### config.mk
export PLATFORM = sky130hd
export DESIGN_NAME = bounded_int_stack_with_default
export DESIGN_NICKNAME = d
export VERILOG_FILES = /design/src/hw/rtl/bistk_pkg.sv /design/src/hw/rtl/bistk_ram.sv /design/src/hw/rtl/bistk_ctrl.sv /design/src/hw/rtl/bistk_dp.sv /design/src/hw/rtl/bounded_int_stack_with_default.sv
export SDC_FILE = /design/constraint.sdc
export NUM_CORES = 1
export LEC_CHECK = 0
export ABC_AREA = 0
export CAP_MARGIN = 20
export CELL_PAD_IN_SITES_DETAIL_PLACEMENT = 1
export CELL_PAD_IN_SITES_GLOBAL_PLACEMENT = 2
export CORE_MARGIN = 4
export CORE_UTILIZATION = 44
export CTS_BUF_LIST = sky130_fd_sc_hd__clkbuf_8 sky130_fd_sc_hd__clkbuf_16
export DETAILED_ROUTE_END_ITERATION = 12
export DONT_BUFFER_PORTS = 1
export GPL_ROUTABILITY_DRIVEN = 0
export PLACE_DENSITY = 0.83
export SYNTH_ARGS = -nofsm -noshare
export SYNTH_HDL_FRONTEND = slang
export SYNTH_HIERARCHICAL = 1
export SYNTH_SLANG_ARGS = --single-unit
### constraint.sdc
create_clock -name clk -period 4.8 [get_ports clk]
set_input_delay 0.24 -clock clk [delete_from_list [all_inputs] [get_ports clk]]
set_output_delay 0.24 -clock clk [all_outputs]
set_load 0.05 [all_outputs]
### src/hw/rtl/bistk_pkg.sv
// Shared types and constants for the bounded integer stack.
package bistk_pkg;

  localparam int DEPTH = 16;
  localparam int PTR_W = (DEPTH > 1) ? $clog2(DEPTH) : 1;
  localparam int CNT_W = $clog2(DEPTH + 1);
  localparam int WORD_W = 32;
  localparam int FIELD_W = 5;
  localparam int CFG_IDX_W = 1;

  localparam logic [CFG_IDX_W-1:0] CFG_DEFAULT_ENABLE = 1'd0;
  localparam logic [CFG_IDX_W-1:0] CFG_DEFAULT_WORD = 1'd1;

  typedef enum logic [1:0] {
    FUNC_PUSH  = 2'd0,
    FUNC_POP   = 2'd1,
    FUNC_POPD  = 2'd2,
    FUNC_COUNT = 2'd3
  } func_t;

  typedef enum logic [1:0] {
    ERR_NONE      = 2'd0,
    ERR_PUSH_FULL = 2'd1,
    ERR_POP_EMPTY = 2'd2
  } err_t;

  typedef struct packed {
    func_t                     func;
    logic signed [WORD_W-1:0]  item_value;
  } in_item_t;

  typedef struct packed {
    logic signed [WORD_W-1:0]  popped_word;
    logic [FIELD_W-1:0]        match_count;
    logic [FIELD_W-1:0]        fill_level;
    logic                      now_empty;
    logic                      now_full;
    err_t                      error_code;
  } out_item_t;

  // controller -> datapath
  typedef struct packed {
    logic load;
    logic push;
    logic pop;
    logic scan_rd;
    logic scan_cmp;
    logic finish;
  } bistk_cmd_t;

  // datapath -> controller
  typedef struct packed {
    func_t func;
    logic  empty;
    logic  scan_done;
  } bistk_sts_t;

endpackage

### src/hw/rtl/bistk_ram.sv
// Generic single-port-write, single-port-read RAM with registered read data.
module bistk_ram #(
  parameter int WIDTH = 32,
  parameter int DEPTH = 16
) (
  input  logic                                   clk,
  input  logic                                   we,
  input  logic [((DEPTH > 1) ? $clog2(DEPTH) : 1)-1:0] waddr,
  input  logic [WIDTH-1:0]                       wdata,
  input  logic                                   rd_en,
  input  logic [((DEPTH > 1) ? $clog2(DEPTH) : 1)-1:0] raddr,
  output logic [WIDTH-1:0]                       rdata
);

  logic [WIDTH-1:0] mem [DEPTH];

  always_ff @(posedge clk) begin
    if (we) begin
      mem[waddr] <= wdata;
    end
    if (rd_en) begin
      rdata <= mem[raddr];
    end
  end

endmodule

### src/hw/rtl/bistk_ctrl.sv
// Sequencing state machine for the stack: decode, scan loop, result handoff.
module bistk_ctrl
  import bistk_pkg::*;
(
  input  logic       clk,
  input  logic       rst,
  input  logic       in_valid,
  output logic       in_ready,
  output logic       out_valid,
  input  logic       out_ready,
  input  bistk_sts_t sts,
  output bistk_cmd_t cmd
);

  typedef enum logic [2:0] {
    S_IDLE,
    S_EXEC,
    S_SCAN,
    S_FIN,
    S_OUT
  } state_t;

  state_t state, state_next;

  always_comb begin
    state_next = state;
    cmd = '0;
    case (state)
      S_IDLE: begin
        if (in_valid && in_ready) begin
          cmd.load = 1'b1;
          state_next = S_EXEC;
        end
      end
      S_EXEC: begin
        case (sts.func)
          FUNC_PUSH: begin
            cmd.push = 1'b1;
            state_next = S_FIN;
          end
          FUNC_POP, FUNC_POPD: begin
            cmd.pop = 1'b1;
            state_next = S_FIN;
          end
          FUNC_COUNT: begin
            if (sts.empty) begin
              state_next = S_FIN;
            end else begin
              cmd.scan_rd = 1'b1;
              state_next = S_SCAN;
            end
          end
          default: state_next = S_FIN;
        endcase
      end
      S_SCAN: begin
        // read data of the previous address is compared while the next is fetched
        cmd.scan_cmp = 1'b1;
        if (sts.scan_done) begin
          state_next = S_FIN;
        end else begin
          cmd.scan_rd = 1'b1;
        end
      end
      S_FIN: begin
        cmd.finish = 1'b1;
        state_next = S_OUT;
      end
      S_OUT: begin
        if (out_ready) begin
          state_next = S_IDLE;
        end
      end
      default: state_next = S_IDLE;
    endcase
  end

  always_ff @(posedge clk) begin
    if (rst) begin
      state <= S_IDLE;
      in_ready <= 1'b0;
      out_valid <= 1'b0;
    end else begin
      state <= state_next;
      in_ready <= (state_next == S_IDLE);
      out_valid <= (state_next == S_OUT);
    end
  end

endmodule

### src/hw/rtl/bistk_dp.sv
// Stack datapath: fill count, storage, scan counter, config and result registers.
module bistk_dp
  import bistk_pkg::*;
(
  input  logic                  clk,
  input  logic                  rst,
  input  logic                  cfg_write_en,
  input  logic [CFG_IDX_W-1:0]  cfg_index,
  input  logic [WORD_W-1:0]     cfg_wdata,
  input  in_item_t              in_data,
  input  bistk_cmd_t            cmd,
  output bistk_sts_t            sts,
  output out_item_t             out_data
);

  logic [CNT_W-1:0]         top;
  logic                     default_enable;
  logic signed [WORD_W-1:0] default_word;

  func_t                    func_q;
  logic signed [WORD_W-1:0] val_q;
  logic [CNT_W-1:0]         scan_idx;
  logic [CNT_W-1:0]         match_q;
  logic signed [WORD_W-1:0] popped_q;
  logic                     from_ram;
  err_t                     err_q;
  out_item_t                res_q;

  logic                     empty, full;
  logic                     ram_we, ram_rd;
  logic [PTR_W-1:0]         ram_waddr, ram_raddr;
  logic [WORD_W-1:0]        ram_rdata;

  assign empty = (top == '0);
  assign full  = (top == CNT_W'(DEPTH));

  assign ram_we    = cmd.push && !full;
  assign ram_waddr = PTR_W'(top);
  assign ram_rd    = (cmd.pop && !empty) || cmd.scan_rd;
  assign ram_raddr = cmd.pop ? PTR_W'(top - CNT_W'(1)) : PTR_W'(scan_idx);

  bistk_ram #(
    .WIDTH (WORD_W),
    .DEPTH (DEPTH)
  ) u_ram (
    .clk   (clk),
    .we    (ram_we),
    .waddr (ram_waddr),
    .wdata (val_q),
    .rd_en (ram_rd),
    .raddr (ram_raddr),
    .rdata (ram_rdata)
  );

  always_ff @(posedge clk) begin
    if (rst) begin
      top <= '0;
      default_enable <= 1'b0;
      default_word <= '0;
    end else begin
      if (cfg_write_en) begin
        case (cfg_index)
          CFG_DEFAULT_ENABLE: default_enable <= cfg_wdata[0];
          CFG_DEFAULT_WORD:   default_word <= cfg_wdata;
          default: ;
        endcase
      end
      if (cmd.push && !full) begin
        top <= top + CNT_W'(1);
      end else if (cmd.pop && !empty) begin
        top <= top - CNT_W'(1);
      end
    end
  end

  always_ff @(posedge clk) begin
    if (cmd.load) begin
      func_q <= in_data.func;
      val_q <= in_data.item_value;
      scan_idx <= '0;
      match_q <= '0;
      popped_q <= '0;
      from_ram <= 1'b0;
      err_q <= ERR_NONE;
    end
    if (cmd.push && full) begin
      err_q <= ERR_PUSH_FULL;
    end
    if (cmd.pop) begin
      if (!empty) begin
        from_ram <= 1'b1;
      end else if (func_q == FUNC_POPD) begin
        popped_q <= val_q;
      end else if (default_enable) begin
        popped_q <= default_word;
      end else begin
        err_q <= ERR_POP_EMPTY;
      end
    end
    if (cmd.scan_rd) begin
      scan_idx <= scan_idx + CNT_W'(1);
    end
    if (cmd.scan_cmp && (ram_rdata == val_q)) begin
      match_q <= match_q + CNT_W'(1);
    end
    if (cmd.finish) begin
      res_q.popped_word <= from_ram ? ram_rdata : popped_q;
      res_q.match_count <= FIELD_W'(match_q);
      res_q.fill_level <= FIELD_W'(top);
      res_q.now_empty <= empty;
      res_q.now_full <= full;
      res_q.error_code <= err_q;
    end
  end

  assign sts.func      = func_q;
  assign sts.empty     = empty;
  assign sts.scan_done = (scan_idx == top);
  assign out_data      = res_q;

  a_top_bound: assert property (@(posedge clk) disable iff (rst)
    top <= CNT_W'(DEPTH))
    else $error("fill count beyond capacity");

  a_top_hold: assert property (@(posedge clk) disable iff (rst)
    (!cmd.push && !cmd.pop) || (cmd.push && full) |=> $stable(top))
    else $error("fill count moved without a push or pop");

  a_scan_range: assert property (@(posedge clk) disable iff (rst)
    cmd.scan_rd |-> (scan_idx < top))
    else $error("scan read outside filled region");

  a_err_empty: assert property (@(posedge clk) disable iff (rst)
    cmd.finish && (err_q == ERR_POP_EMPTY) |-> empty)
    else $error("pop error reported on a nonempty stack");

endmodule

### src/hw/rtl/bounded_int_stack_with_default.sv
// Each beat steps through execute, finish and output states before out_valid rises;
// a count on a nonempty stack adds a scan state that runs until every filled entry is compared.
// Count walks the filled entries through the single read port of the stack RAM, one a cycle.
// A result waits in the output register until its beat is taken; then the next beat is accepted.
// Reset clears the fill count, the sequencer and both config registers; RAM contents are kept.
module bounded_int_stack_with_default
  import bistk_pkg::*;
(
  input  logic                 clk,
  input  logic                 rst,
  input  logic                 cfg_write_en,
  input  logic [CFG_IDX_W-1:0] cfg_index,
  input  logic [WORD_W-1:0]    cfg_wdata,
  input  logic                 in_valid,
  output logic                 in_ready,
  input  in_item_t             in_data,
  output logic                 out_valid,
  input  logic                 out_ready,
  output out_item_t            out_data
);

  bistk_cmd_t cmd;
  bistk_sts_t sts;

  bistk_ctrl u_ctrl (
    .clk       (clk),
    .rst       (rst),
    .in_valid  (in_valid),
    .in_ready  (in_ready),
    .out_valid (out_valid),
    .out_ready (out_ready),
    .sts       (sts),
    .cmd       (cmd)
  );

  bistk_dp u_dp (
    .clk          (clk),
    .rst          (rst),
    .cfg_write_en (cfg_write_en),
    .cfg_index    (cfg_index),
    .cfg_wdata    (cfg_wdata),
    .in_data      (in_data),
    .cmd          (cmd),
    .sts          (sts),
    .out_data     (out_data)
  );

endmodule

==> run metrics <==
outcome=finished clean; unrepaired setup endpoints after global routing=false; DRC Markers=0; main flop type after synthesis=edfxtp_1; Max Freq=0.249 GHz; number of buffers created by CTS=76; CP Launch Type=flip-flop; final wirelength=70.9 mm; Commonest cells post-synth=edfxtp_1, nand2_1, mux4_2; CTS H-tree depth=3; first-pass iteration count of the detailed router=5; Setup TNS=0 ns; core area=0.0608 mm^2; CP Data Arrival Time=4.31 ns; clock-pin transition on the worst setup and hold timing paths=0.06 ns; Yosys cell types=54; number of buffer and inverter stages on the critical path=2; Pwr Density=464 mW/mm^2; syn avg cell area=18.5 um^2; critical path type=flip-flop to flip-flop; routed via count=14400; Die H=257 um; initial core utilization=0.447; PortBufs=0; clock root cell=clkbuf_16; gr ovfl total=0; top cells by area, synth=edfxtp_1, mux4_2, dfxtp_1, nand2_1, a22oi_1; CTS tree=built; peak per-stage delay on the critical path=0.81 ns; met1 usage=0.283; largest net degree at the start of global routing=129; Peak supply drop=0.280 mV; Hold Buf Count CTS=84; Setup WS post-layout=0.788 ns; Max-Cap Viols=0; part of the Yosys area used for sequential elements=0.758; leading area contributor after synthesis=edfxtp_1; register area=0.0206 mm^2; cells along the critical path=inv_1 -> ha_1 -> and4bb_2 -> nor2b_1 -> nand3_1 -> nor2_4 -> buf_12; most frequent cell after synthesis=edfxtp_1; # rows=90; CP max FO=17; synthesized netlist cell count=1467; clk_skew=0.0229 ns; Post-Syn Nets=1545; Crit. End Element=flip-flop; share of cells above drive strength 1=0.211; max_slew headroom=0.274; leak pwr=10.4 nW; Top delay family on crit path=simple AND/OR/NAND/NOR gates; EDFF count, synth=634; Most Crowded Layer GR=met2; mapped cell area=0.0272 mm^2; Power Total=0.0147 W; met2 Use GR=0.365; pre-CTS setup slack=0.847 ns; area of the multi-input gates=0.00631 mm^2; Critical Path RT=5.10 ns; wire length per cell=29.1 um; antenna-violating nets left=0; Tightest Pin Transition=1.08 ns; final setup fails=0; vias per inst=5.90; Min Clock Period, post-route=4.01 ns; Tot GR Track Use=0.216; YS warnings=6; first-pass GRT wire length=105 mm; endpoints failing hold=0; Worst Hold Class=primary input to flip-flop; Nets=1666; initial antenna violation count=2; Synth Register Bits=712; Filler Cells Inserted=5460; Max Root-Sink Buffers=3; slowest cell on the critical path=nor2_4; fraction of registers with async set/reset=0; post-cts sizing count=0; insertion delay to the later sink of the worst-skew pair=0.61 ns; met3 Track Usage GR=0.0507; fin. max-slew vios=0; DIE AREA=0.0658 mm^2; post-CTS setup buffers=0; IO Count=120; period utilisation layout=0.836; Die X=257 um; Final HPWL DP=40.9 mm; post-synth top area share=0.700; Starting DRT DRC Count=1465; Area Overhead vs Synth=16.5%; vias in the first global route=15600; clock tree sinks=712
## metal layers
layer,part of all wire,wire [um],up-vias
met3,0.071,5050,115
met4,0.024,1720,0
li1,-,-,6054
met1,0.40,28400,7639
met5,0,0,-
met2,0.50,35800,543
## registers in the layout, summed over array words and instances (netlist names), 2 cells and up
name / flops
u_ctrl/state: 3
u_dp/default_word: 32
u_dp/err_q: 2
u_dp/func_q: 2
u_dp/match_q: 5
u_dp/out_data: 46
u_dp/popped_q: 32
u_dp/scan_idx: 5
u_dp/top: 5
u_dp/u_ram/mem: 512
u_dp/u_ram/rdata: 32
u_dp/val_q: 32
## worst min-delay path, delay by kind of cell
kind / cells / cell delay, ns
buffers and inverters: 1 / 0.29
AOI/OAI and AO/OA: 1 / 0.06
and+or+nand+nor: 2 / 0.16
## metrics by stage
stage	std cells	area, um^2	utilization	hold WS (ns)
6_report	2433	31700	0.521	0.198
5_1_grt	2432	31700	0.521	0.200
4_1_cts	2432	31700	0.521	0.170
3_5_place_dp	2208	28400	0.466	0.320
3_3_place_gp	2207	28300	0.466	0.319
2_1_floorplan	1467	27200	-	0.312
## power breakdown
group / internal (W) / switching [W]
sequential: 0.00701 / 0.000248
combinational: 0.000763 / 0.000959
clock: 0.00335 / 0.00238
## cells by family after synthesis
family,count (synthesis),synth area share
buf+inv,91,0.0161
fa+ha+maj,6,0.00276
mux,163,0.120
flops,712,0.758
compound gates,178,0.0404
xor+xnor,47,0.0151
simple gates,270,0.0475
## cell type report
type	count	share of cell area
multi-input combinational	664	0.199
tap	782	0.0309
clock inverter	55	0.0126
inverter	9	0.00107
sequential	712	0.650
antenna	1	0.0000790
clock buffer	85	0.0650
timing repair buffer	125	0.0406
## layout by cell type, fill, tap and decap left out, types with 6 or more instances in the layout
master,Yosys,layout
edfxtp_1,634,634
nand2_1,135,135
mux4_2,128,128
dlygate4sd3_1,0,83
clkbuf_16,0,79
dfxtp_1,78,77
a21oi_1,70,70
a22oi_1,64,64
mux2_2,33,32
buf_4,10,31
and3_1,30,30
o21ai_1,28,28
xnor2_1,27,27
inv_1,8,25
nor2_1,39,25
xor2_1,20,20
clkinv_1,0,19
nor2_4,0,13
buf_12,0,9
nand3_1,7,7
nand4_1,7,7
clkbuf_8,0,6
nand2b_1,7,6
nor3_1,10,6
ha_1,6,6
## path summary, 6_finish.rpt
check,depth (start not counted),startpoint,to,slack [ns]
max reg2reg,7,u_dp/top[0],u_dp/u_ram/mem[13][21],0.79
min,4,cfg_write_en,u_dp/default_word[10],0.20
max,7,u_dp/top[0],u_dp/u_ram/mem[13][21],0.79
min reg2reg,0,u_dp/err_q[0],u_dp/out_data[0],0.44
Note: power is estimated with default switching activity, not from simulation.
